===== config.mk =====
export PLATFORM = sky130hd
export DESIGN_NAME = key_sort_with_index
export DESIGN_NICKNAME = d
export VERILOG_FILES = /design/src/hdl/ksi_pkg.sv /design/src/hdl/key_sort_with_index.sv /design/src/hdl/ksi_ram.sv /design/src/hdl/ksi_datapath.sv /design/src/hdl/ksi_ctrl.sv
export VERILOG_INCLUDE_DIRS = /design/src /design/src/hdl
export SDC_FILE = /design/constraint.sdc
export NUM_CORES = 2
export LEC_CHECK = 0
export BUFFER_PORTS_ARGS = -buffer_cell sky130_fd_sc_hd__buf_2
export CORE_MARGIN = 1
export CORE_UTILIZATION = 55
export DETAILED_ROUTE_END_ITERATION = 10
export GPL_ROUTABILITY_DRIVEN = 0
export PLACE_DENSITY = 0.78
export SLEW_MARGIN = 10
export SYNTH_ARGS = -nofsm -noshare
export SYNTH_HDL_FRONTEND = slang
export SYNTH_HIERARCHICAL = 1
export SYNTH_SLANG_ARGS = --single-unit

===== constraint.sdc =====
create_clock -name clk_i -period 17.78 [get_ports clk_i]
set_clock_uncertainty 0.2 [all_clocks]
set_input_delay 1.778 -clock clk_i [delete_from_list [all_inputs] [get_ports clk_i]]
set_output_delay 1.778 -clock clk_i [all_outputs]
set_load 0.1 [all_outputs]

===== src/hdl/key_sort_with_index_macros.svh =====
// ----------------------------------------------------------------------------
// key_sort_with_index assertion macros
// Shared concurrent assertion forms used by the sort block's modules.
// ----------------------------------------------------------------------------
`ifndef KEY_SORT_WITH_INDEX_MACROS_SVH
`define KEY_SORT_WITH_INDEX_MACROS_SVH

// Consequent must hold in the same cycle as the antecedent.
`define KSI_ASSERT_NOW(lbl, ante, cons, msg) \
  lbl: assert property (@(posedge clk_i) disable iff (!rst_ni) (ante) |-> (cons)) \
    else $error(msg);

// Consequent must hold in the cycle after the antecedent.
`define KSI_ASSERT_NEXT(lbl, ante, cons, msg) \
  lbl: assert property (@(posedge clk_i) disable iff (!rst_ni) (ante) |=> (cons)) \
    else $error(msg);

`endif


===== src/hdl/ksi_pkg.sv =====
// ----------------------------------------------------------------------------
// ksi_pkg
// Types and constants shared by the key sort controller, datapath and top.
// ----------------------------------------------------------------------------
package ksi_pkg;

  localparam int KEY_W   = 64;
  localparam int IDX_W   = 5;
  localparam int ENTRY_W = KEY_W + IDX_W;

  typedef logic [IDX_W-1:0] idx_t;

  typedef struct packed {
    logic signed [KEY_W-1:0] key;
    logic                    last_in;
  } key_item_t;

  typedef struct packed {
    logic signed [KEY_W-1:0] sorted_key;
    idx_t                    original_index;
    logic                    last_out;
    logic                    dropped;
  } key_result_t;

  typedef struct packed {
    logic signed [KEY_W-1:0] key;
    idx_t                    idx;
  } entry_t;

  typedef struct packed {
    logic load;
    logic init_ptrs;
    logic rd_i;
    logic ld_cur;
    logic inner;
    logic wr_i;
    logic rd_k;
    logic ld_out;
    logic next_k;
    logic clear_set;
  } ctrl_cmd_t;

  typedef struct packed {
    logic multi;
    logic inner_more;
    logic outer_more;
    logic emit_last;
  } ctrl_status_t;

endpackage


===== src/hdl/key_sort_with_index.sv =====
// ----------------------------------------------------------------------------
// key_sort_with_index
// Loads a set of signed Q32.32 keys, exchange sorts them ascending and
// returns each key with its arrival index.
// ----------------------------------------------------------------------------
// Channel  Direction  Handshake                 Payload
// in       input      in_valid_i / in_stall_o   in_item_i (key, last_in)
// out      output     out_valid_o / out_stall_i out_result_o (sorted_key,
//                                               original_index, last_out,
//                                               dropped)
//
// Keys are loaded while in_valid_i is high. The sort makes one outer pass for
// each position but the last, comparing the held key with every later key,
// one compare per cycle in the key store. Results are read from the store
// and registered one at a time, each held valid until out_stall_i is low.
// Reset clears the set count, the overflow flag and the sequencer.
// Input is stalled from the final key until the last result is transferred.
// ----------------------------------------------------------------------------
module key_sort_with_index #(
  parameter int MAX_ITEMS = 32
) (
  input  logic                 clk_i,
  input  logic                 rst_ni,
  input  logic                 in_valid_i,
  output logic                 in_stall_o,
  input  ksi_pkg::key_item_t   in_item_i,
  output logic                 out_valid_o,
  input  logic                 out_stall_i,
  output ksi_pkg::key_result_t out_result_o
);

  ksi_pkg::ctrl_cmd_t    cmd;
  ksi_pkg::ctrl_status_t status;

  ksi_ctrl u_ctrl (
    .clk_i       (clk_i),
    .rst_ni      (rst_ni),
    .in_valid_i  (in_valid_i),
    .in_last_i   (in_item_i.last_in),
    .in_stall_o  (in_stall_o),
    .out_valid_o (out_valid_o),
    .out_stall_i (out_stall_i),
    .cmd_o       (cmd),
    .status_i    (status)
  );

  ksi_datapath #(
    .MAX_ITEMS (MAX_ITEMS)
  ) u_datapath (
    .clk_i     (clk_i),
    .rst_ni    (rst_ni),
    .cmd_i     (cmd),
    .status_o  (status),
    .in_item_i (in_item_i),
    .result_o  (out_result_o)
  );

endmodule


===== src/hdl/ksi_ram.sv =====
// ----------------------------------------------------------------------------
// ksi_ram
// Generic single write port, single read port RAM with registered read data.
// ----------------------------------------------------------------------------
module ksi_ram #(
  parameter int WIDTH = 8,
  parameter int DEPTH = 32
) (
  input  logic                     clk_i,
  input  logic                     we_i,
  input  logic [$clog2(DEPTH)-1:0] waddr_i,
  input  logic [WIDTH-1:0]         wdata_i,
  input  logic [$clog2(DEPTH)-1:0] raddr_i,
  output logic [WIDTH-1:0]         rdata_o
);

  logic [WIDTH-1:0] mem_q [DEPTH];
  logic [WIDTH-1:0] rdata_q;

  always_ff @(posedge clk_i) begin
    if (we_i) begin
      mem_q[waddr_i] <= wdata_i;
    end
    rdata_q <= mem_q[raddr_i];
  end

  assign rdata_o = rdata_q;

endmodule


===== src/hdl/ksi_datapath.sv =====
// ----------------------------------------------------------------------------
// ksi_datapath
// Key store, set counters, compare and swap logic and the result register.
// ----------------------------------------------------------------------------
module ksi_datapath #(
  parameter int MAX_ITEMS = 32
) (
  input  logic                  clk_i,
  input  logic                  rst_ni,
  input  ksi_pkg::ctrl_cmd_t    cmd_i,
  output ksi_pkg::ctrl_status_t status_o,
  input  ksi_pkg::key_item_t    in_item_i,
  output ksi_pkg::key_result_t  result_o
);

  `include "key_sort_with_index_macros.svh"

  localparam int CW = $clog2(MAX_ITEMS + 1);
  localparam int AW = $clog2(MAX_ITEMS);

  logic [CW-1:0] count_q, count_d;
  logic          ovf_q, ovf_d;
  logic [CW-1:0] i_q, i_d;
  logic [CW-1:0] j_q, j_d;
  logic [CW-1:0] k_q, k_d;
  ksi_pkg::entry_t      cur_q, cur_d;
  ksi_pkg::key_result_t result_q, result_d;

  logic [CW-1:0] i_inc, j_inc, k_inc, count_inc;
  logic          full;
  logic          swap;

  logic                        ram_we;
  logic [AW-1:0]               ram_waddr;
  logic [ksi_pkg::ENTRY_W-1:0] ram_wdata;
  logic [AW-1:0]               ram_raddr;
  logic [ksi_pkg::ENTRY_W-1:0] ram_rdata;
  ksi_pkg::entry_t             rd_ent;
  ksi_pkg::entry_t             new_ent;

  assign i_inc     = i_q + CW'(1);
  assign j_inc     = j_q + CW'(1);
  assign k_inc     = k_q + CW'(1);
  assign count_inc = count_q + CW'(1);
  assign full      = (count_q == CW'(MAX_ITEMS));

  assign rd_ent  = ksi_pkg::entry_t'(ram_rdata);
  assign new_ent = '{key: in_item_i.key, idx: ksi_pkg::idx_t'(count_q)};
  assign swap    = ($signed(cur_q.key) > $signed(rd_ent.key));

  assign status_o.multi      = (count_q != '0);
  assign status_o.inner_more = (({1'b0, j_q} + (CW+1)'(1)) < {1'b0, count_q});
  assign status_o.outer_more = (({1'b0, i_q} + (CW+1)'(2)) < {1'b0, count_q});
  assign status_o.emit_last  = (({1'b0, k_q} + (CW+1)'(1)) == {1'b0, count_q});

  always_comb begin
    ram_we    = 1'b0;
    ram_waddr = count_q[AW-1:0];
    ram_wdata = new_ent;
    ram_raddr = i_q[AW-1:0];
    priority if (cmd_i.load) begin
      ram_we = !full;
    end else if (cmd_i.inner) begin
      ram_we    = swap;
      ram_waddr = j_q[AW-1:0];
      ram_wdata = cur_q;
      ram_raddr = j_inc[AW-1:0];
    end else if (cmd_i.wr_i) begin
      ram_we    = 1'b1;
      ram_waddr = i_q[AW-1:0];
      ram_wdata = cur_q;
      ram_raddr = i_inc[AW-1:0];
    end else if (cmd_i.ld_cur) begin
      ram_raddr = i_inc[AW-1:0];
    end else if (cmd_i.rd_i) begin
      ram_raddr = i_q[AW-1:0];
    end else if (cmd_i.rd_k) begin
      ram_raddr = k_q[AW-1:0];
    end else begin
      ram_raddr = i_q[AW-1:0];
    end
  end

  always_comb begin
    count_d  = count_q;
    ovf_d    = ovf_q;
    i_d      = i_q;
    j_d      = j_q;
    k_d      = k_q;
    cur_d    = cur_q;
    result_d = result_q;
    if (cmd_i.load) begin
      if (full) begin
        ovf_d = 1'b1;
      end else begin
        count_d = count_inc;
      end
    end
    if (cmd_i.init_ptrs) begin
      i_d = '0;
      k_d = '0;
    end
    if (cmd_i.ld_cur) begin
      cur_d = rd_ent;
      j_d   = i_inc;
    end
    if (cmd_i.inner) begin
      if (swap) begin
        cur_d = rd_ent;
      end
      if (status_o.inner_more) begin
        j_d = j_inc;
      end
    end
    if (cmd_i.wr_i) begin
      i_d = i_inc;
    end
    if (cmd_i.ld_out) begin
      result_d.sorted_key     = rd_ent.key;
      result_d.original_index = rd_ent.idx;
      result_d.last_out       = status_o.emit_last;
      result_d.dropped        = status_o.emit_last & ovf_q;
    end
    if (cmd_i.next_k) begin
      k_d = k_inc;
    end
    if (cmd_i.clear_set) begin
      count_d = '0;
      ovf_d   = 1'b0;
    end
  end

  always_ff @(posedge clk_i or negedge rst_ni) begin
    if (!rst_ni) begin
      count_q <= '0;
      ovf_q   <= 1'b0;
      i_q     <= '0;
      j_q     <= '0;
      k_q     <= '0;
    end else begin
      count_q <= count_d;
      ovf_q   <= ovf_d;
      i_q     <= i_d;
      j_q     <= j_d;
      k_q     <= k_d;
    end
  end

  always_ff @(posedge clk_i) begin
    cur_q    <= cur_d;
    result_q <= result_d;
  end

  ksi_ram #(
    .WIDTH (ksi_pkg::ENTRY_W),
    .DEPTH (MAX_ITEMS)
  ) u_store (
    .clk_i   (clk_i),
    .we_i    (ram_we),
    .waddr_i (ram_waddr),
    .wdata_i (ram_wdata),
    .raddr_i (ram_raddr),
    .rdata_o (ram_rdata)
  );

  assign result_o = result_q;

  `KSI_ASSERT_NOW(a_count_bound, 1'b1, count_q <= CW'(MAX_ITEMS),
                  "Set count exceeds capacity.")
  `KSI_ASSERT_NOW(a_inner_in_set, cmd_i.inner, j_q < count_q,
                  "Inner compare beyond the loaded set.")
  `KSI_ASSERT_NEXT(a_clear_empties, cmd_i.clear_set, count_q == '0 && !ovf_q,
                   "Set not emptied after the final result.")

endmodule


===== src/hdl/ksi_ctrl.sv =====
// ----------------------------------------------------------------------------
// ksi_ctrl
// Sequencer for loading, exchange sorting and emitting one set of keys.
// ----------------------------------------------------------------------------
module ksi_ctrl (
  input  logic                  clk_i,
  input  logic                  rst_ni,
  input  logic                  in_valid_i,
  input  logic                  in_last_i,
  output logic                  in_stall_o,
  output logic                  out_valid_o,
  input  logic                  out_stall_i,
  output ksi_pkg::ctrl_cmd_t    cmd_o,
  input  ksi_pkg::ctrl_status_t status_i
);

  `include "key_sort_with_index_macros.svh"

  localparam logic [2:0] S_LOAD  = 3'd0;
  localparam logic [2:0] S_RDI   = 3'd1;
  localparam logic [2:0] S_LDI   = 3'd2;
  localparam logic [2:0] S_INNER = 3'd3;
  localparam logic [2:0] S_WRI   = 3'd4;
  localparam logic [2:0] S_ERD   = 3'd5;
  localparam logic [2:0] S_EOUT  = 3'd6;
  localparam logic [2:0] S_EHOLD = 3'd7;

  logic [2:0] state_q, state_d;

  always_comb begin
    state_d     = state_q;
    cmd_o       = '0;
    in_stall_o  = 1'b1;
    out_valid_o = 1'b0;
    unique case (state_q)
      S_LOAD: begin
        in_stall_o = 1'b0;
        if (in_valid_i) begin
          cmd_o.load = 1'b1;
          if (in_last_i) begin
            cmd_o.init_ptrs = 1'b1;
            state_d = status_i.multi ? S_RDI : S_ERD;
          end
        end
      end
      S_RDI: begin
        cmd_o.rd_i = 1'b1;
        state_d = S_LDI;
      end
      S_LDI: begin
        cmd_o.ld_cur = 1'b1;
        state_d = S_INNER;
      end
      S_INNER: begin
        cmd_o.inner = 1'b1;
        if (!status_i.inner_more) begin
          state_d = S_WRI;
        end
      end
      S_WRI: begin
        cmd_o.wr_i = 1'b1;
        state_d = status_i.outer_more ? S_LDI : S_ERD;
      end
      S_ERD: begin
        cmd_o.rd_k = 1'b1;
        state_d = S_EOUT;
      end
      S_EOUT: begin
        cmd_o.ld_out = 1'b1;
        state_d = S_EHOLD;
      end
      S_EHOLD: begin
        out_valid_o = 1'b1;
        if (!out_stall_i) begin
          if (status_i.emit_last) begin
            cmd_o.clear_set = 1'b1;
            state_d = S_LOAD;
          end else begin
            cmd_o.next_k = 1'b1;
            state_d = S_ERD;
          end
        end
      end
      default: begin
        state_d = S_LOAD;
      end
    endcase
  end

  always_ff @(posedge clk_i or negedge rst_ni) begin
    if (!rst_ni) begin
      state_q <= S_LOAD;
    end else begin
      state_q <= state_d;
    end
  end

  `KSI_ASSERT_NOW(a_out_blocks_in, out_valid_o, in_stall_o,
                  "Input taken while a result is pending.")
  `KSI_ASSERT_NEXT(a_sort_after_last,
                   state_q == S_LOAD && in_valid_i && in_last_i,
                   state_q == S_RDI || state_q == S_ERD,
                   "Final key did not start the sort.")

endmodule

# Word level (Yosys, flattened, before mapping)
# Memory sizes are Yosys's and may differ from the RTL's. A register that Yosys moved wholly into a read port is not among the register bits.
# Index checks and enable logic that the tools add are counted.
totals:
  mem_count: 1
  ff_bits: 168
  ram_bits: 2208
  input_bits: 69
  wordCells: 103
  output_inout_bits: 73
memory_table:
  columns: ["name", "words", "width", "rd", "rd_ports_with_merged_regs", "wr", "line", "text"]
  rows:
  - ["u_datapath.u_store.mem_q", 32, 69, 1, 1, 1, "ksi_ram.sv:17", "logic [WIDTH-1:0] mem_q [DEPTH];"]
op_classes:
  n_reduce_logical: 10
  n_eq_ne: 14
  order_cmp: 3
  bitwise: 1
  muxes: 55
  add_sub_neg: 7
op_table:
  columns: ["cell", "count"]
  rows:
  - ["$mux W69", 6]
  - ["$gt A64 B64 Y1", 1]
  - ["$mux W6", 9]
  - ["$mux W5", 9]
  - ["$add A6 B1 Y6 const B", 4]
  - ["$pmux W3 S8", 1]
  - ["$mux W3", 7]
  - ["$mux W1", 19]
  - ["$add A6 B1 Y7 const B", 2]
  - ["$lt A7 B6 Y1", 2]
  - ["$eq A3 B3 Y1 const B", 4]
  - ["$ne A2 B2 Y1 const B", 5]
  - ["$mux W2", 4]
  - ["$reduce_bool A2 Y1", 4]
  - ["$add A6 B2 Y7 const B", 1]
  - ["$eq A7 B6 Y1", 1]
  - ["$eq A3 B2 Y1 const B", 2]
  - ["$eq A6 B6 Y1 const B", 1]
  - ["$reduce_bool A6 Y1", 1]
  - ["$reduce_and A2 Y1", 2]
  - ["$reduce_and A4 Y1", 1]
  - ["$eq A3 B1 Y1 const B", 1]
  - ["$logic_not A3 Y1", 1]
  - ["$and A1 B1 Y1", 1]
  - ["$logic_not A1 Y1", 1]

# Depth between registers and ports, before layout
depth:
  ltp_word: 8
  mapped_depth: 21
  ltp_nobuf: 13

# Hierarchy
# The synthesis kept the hierarchy.
modules_own_cells:
  columns: ["mod", "seq_area_each_um2", "instances", "cells_each", "area_each_um2"]
  rows:
  - ["ksi_ram", 67684.9, 1, 3331, 85109.1]
  - ["ksi_datapath", 4139.0, 1, 920, 8922.3]
  - ["ksi_ctrl", 75.1, 1, 40, 314.1]

# Worst setup path after synthesis
# No wires, ideal clock.
synth_timing:
  kind: "input to register"
  from: "input in_valid_i"
  to: "memory u_datapath/u_store/mem_q[28][10] (netlist name) (enable)"
  arrival_time_ns: 6.459
  slack_ns: 10.625
  cell_stages: 10
  setup_time_ns: 0.497
  t_required_ns: 17.083
  n_path_buf: 4
  cell_sequence: "and2_1 clkbuf_1 or2_2 clkbuf_1 clkbuf_1 o21ai_0 a31o_2 or3b_2 clkbuf_1 nor2_1"
synth_between:
  elab_chain_cells: 5
  elab_cells_between_ends: 6
  classes_between: "mux (6)"
synth_rtl:
  columns: ["item", "line", "text"]
  rows:
  - ["from (decl)", "key_sort_with_index.sv:24", "input logic in_valid_i,"]
  - ["$mux W2", "ksi_ctrl.sv:38", "if (in_valid_i) begin"]
  - ["$mux W2", "ksi_ctrl.sv:35", "unique case (state_q)"]
  - ["$mux W1", "ksi_datapath.sv:61", "priority if (cmd_i.load) begin"]
  - ["via u_datapath.ram_we", "ksi_datapath.sv:33", "logic ram_we;"]
  - ["$mux W1", "ksi_ram.sv:21", "if (we_i) begin"]
  - ["$mux W1 (implied by the code)", "ksi_ram.sv:22", "mem_q[waddr_i] <= wdata_i;"]
  - ["to (decl)", "ksi_ram.sv:17", null]
# The timed path passes the listed nets, and every way through them passes these cells.

# Final worst setup path
layout_timing:
  from: "register u_datapath.u_store.rdata_q[34], in the netlist u_datapath/u_store/rdata_o[34] (read register of u_datapath.u_store.mem_q)"
  to: "memory u_datapath/u_store/mem_q[27][38] (netlist name) (enable)"
layout_between:
  elab_chain_cells: 5
layout_rtl:
  columns: ["item", "line", "text"]
  rows:
  - ["from (decl)", "ksi_ram.sv:18", "logic [WIDTH-1:0] rdata_q;"]
  - ["$gt A64 B64 Y1", "ksi_datapath.sv:49", "assign swap = ($signed(cur_q.key) > $signed(rd_ent.key));"]
  - ["$mux W1", "ksi_datapath.sv:63", "end else if (cmd_i.inner) begin"]
  - ["$mux W1", "ksi_datapath.sv:61", null]
  - ["via u_datapath.ram_we", "ksi_datapath.sv:33", null]
  - ["$mux W1", "ksi_ram.sv:21", null]
  - ["$mux W1 (implied by the code)", "ksi_ram.sv:22", null]
# The timed path passes the listed nets, and every way through them passes these cells.

==> flow_summary.ini <==
[run_status]
outcome = finished clean

[final_layout]
design_area_um2 = 105000
utilization = 0.621
finalNonFillerCells = 6968
final_nets = 4702
n_fill_cell = 10800
syn2layout_area_growth_pct = 11.8
drive_above_1_share = 0.298

[global_route]
use_met2 = 0.448
grt-ovfl-total = 0
grt_start_max_net_pins = 130
grt_pass1_vias = 47200
grtUsageTotal = 0.279
antenna_found_initial = 5
gr-max-usage-layer = met2
use_met3 = 0.0600
met1_usage = 0.374
grt_pass1_wl_mm = 342

[synthesis]
synthDominantCellAreaShare = 0.725
synth_most_common_cell = edfxtp_1
ys_seq_elements = 2445
synth_common_cells = edfxtp_1 (2279), mux4_2 (652), nand2_1 (235)
synth_area_leaders = edfxtp_1 (73%), mux4_2 (16%), dfxtp_1 (2.9%), mux2_2 (1.7%), ha_1 (1.1%)
synth-main-ff-cell = edfxtp_1
synth.net_count = 4440
synthArstFlopShare = 0.0115
yosysWarnings = 6
netlist_area_um2 = 94300
synth_edf_count = 2279
synth_cell_types = 65
yosys.area.top_type = edfxtp_1
netlist_instances = 4291
seq_area_frac_synth = 0.762
syn_avg_cell_area_um2 = 22.0

[floorplan]
dieArea_um2 = 173000
core_um2 = 170000
die_width_um = 416
rows = 151
initial_core_util = 0.555
ios = 142
die_y_um = 416

[drt]
drtPass1Iterations = 5
num_vias = 46900
route.detailed.drc = 0
drtIter0Drc = 6946
vias_per_cell = 6.73
ant_nets = 0
wl_mm = 239
avgRoutedWirePerCell_um = 34.4

[timing]
min_period_over_period = 0.409
tightest_slew_ns = 1.44
fmax_mhz = 137
finalSetupViolations = 0
maxSlewHeadroom = 0.0322
fin_crit_ns = 7.27
grt_setup_unrepaired = false
holdWs_ns = 0.251
hold_violations = 0
maxSlewViolCount = 0
tns_ns = 0

[placement]
postPlaceCellArea_um2 = 98100
io_buffers = 141
hpwl_mm = 121
dp.cells = 6545

[pwr]
p_leak_nw = 25.5
switching_power_w = 0.00209
powerDensity_nw_per_um2 = 105
pwr-share-clk = 0.438
internal_power_w = 0.00894
p_seq_frac = 0.561
netSwitchingFraction = 0.189
combPwrFrac = 0.001
ir_worst_vdd_mv = 0.0926

[setup_path]
crit_arrival_ns = 7.54
worst_ep_required_time_ns = 18.04
cp-end-kind = flip-flop
critical_path_class = flip-flop to flip-flop
worstPathMaxFanout = 26
start_kind = flip-flop

[clocking]
clock_path_buffers = 3
cts.sinks = 2445
cts_root_buffer = clkbuf_16
clk_pin_slew_worst_paths_ns = 0.06
htree_levels = 4
cts_hold_repair.buffers = 0
cts_made_buffers = 224
cts_setup_buffers = 0
post_cts_resized = 0
clock_latency_ns = 0.87
cts_tree = built

[flow_run]
drv_cap = 0

[hold_path]
hold_class = flip-flop to flip-flop
power groups by stage:
stage | combinational, W | clock, W | sequential [W]
finish | 0.0000115 | 0.00483 | 0.00619
global route | 0.0000126 | 0.00508 | 0.00619
CTS | 0.0000117 | 0.00488 | 0.00619
detailed placement | 0.0000116 | 0 | 0.00631
global placement | 0.0000115 | 0 | 0.00631
floorplan | 0.00000127 | 0 | 0.00631
cell families after synthesis:
kind of cell    share of synthesized area
flops                               0.762
mux                                 0.179
simple gates                       0.0195
buf+inv                            0.0134
compound gates                     0.0125
fa+ha+maj                          0.0106
xor+xnor                          0.00251
registers in the layout, indices dropped and copies added, names as in the netlist:
register and count:
u_datapath/ovf_q 1, u_datapath/u_store/mem_q 2208, u_datapath/k_q 6, u_datapath/count_q 6, u_datapath/j_q 6, u_datapath/cur_q 69
u_datapath/i_q 6, u_ctrl/state_q 3, u_datapath/result_o 71, u_datapath/u_store/rdata_o 69
per-layer routing:
| layer | wire, µm | vias up |
|---|---|---|
| li1 | - | 18300 |
| met1 | 83300 | 24500 |
| met2 | 116000 | 3387 |
| met3 | 28500 | 612 |
| met4 | 11400 | 6 |
| met5 | 43 | - |
final cells by class:
class                   count  area (µm²)  area share
diodes                      1        2.50   0.0000237
clock buffers             308        6170      0.0585
clock inverters           114        1200      0.0114
inverters                  81         304     0.00288
multi-input cells        1556       21500       0.204
flip-flops and latches   2445       71900       0.682
well taps                2218        2780      0.0263
repair buffers            245        1560      0.0148
cells in the final DEF, fill, tap and decap left out, types with 35 or more instances in the layout:
master     synthesis  final
nor2_1            70     37
clkinv_1           0     35
mux2i_1           51     51
buf_2             68    141
buf_4             16     98
inv_1             80     80
clkbuf_1          89     64
ha_1              80     80
nand2_1          235    235
mux4_2           652    652
mux2_2           143    143
clkinv_2           0     39
edfxtp_1        2279   2279
clkbuf_16          0    228
a21oi_1           44     43
dfxtp_1          138    138
critical path, cell delays in order (launching register included):
cell      delay [ns]
dfxtp_1         0.40
inv_1           0.08
ha_1            0.32
nand4_1         0.31
nor2_1          0.18
a221oi_1        0.85
a31oi_1         0.24
or4_1           0.57
nor2_1          0.28
xnor2_1         0.18
a31o_2          0.21
nand3_1         0.58
nor2_4          1.13
buf_4           0.66
buf_4           0.64
final timing paths:
path | start | to | slack (ns) | cells past startpoint
max in group asynchronous | rst_ni | u_datapath/count_q[2] | 16.09 | 1
max | u_datapath/u_store/rdata_o[34] | u_datapath/u_store/mem_q[27][38] | 10.51 | 14
min in group asynchronous | rst_ni | u_datapath/j_q[2] | 0.79 | 1
min reg2reg | u_datapath/u_store/rdata_o[62] | u_datapath/result_o[64] | 0.25 | 0
max reg2reg | u_datapath/u_store/rdata_o[34] | u_datapath/u_store/mem_q[27][38] | 10.51 | 14
min | u_datapath/u_store/rdata_o[62] | u_datapath/result_o[64] | 0.25 | 0
per-stage QoR:
stage | power [W] | setup slack, ns
CTS | 0.0111 | 10.63
floorplan | 0.00631 | 10.62
finish | 0.0110 | 10.51
global placement | 0.00633 | 10.42
detailed placement | 0.00633 | 10.48
global route | 0.0113 | 10.39
Power figures use the tool's default switching activity.
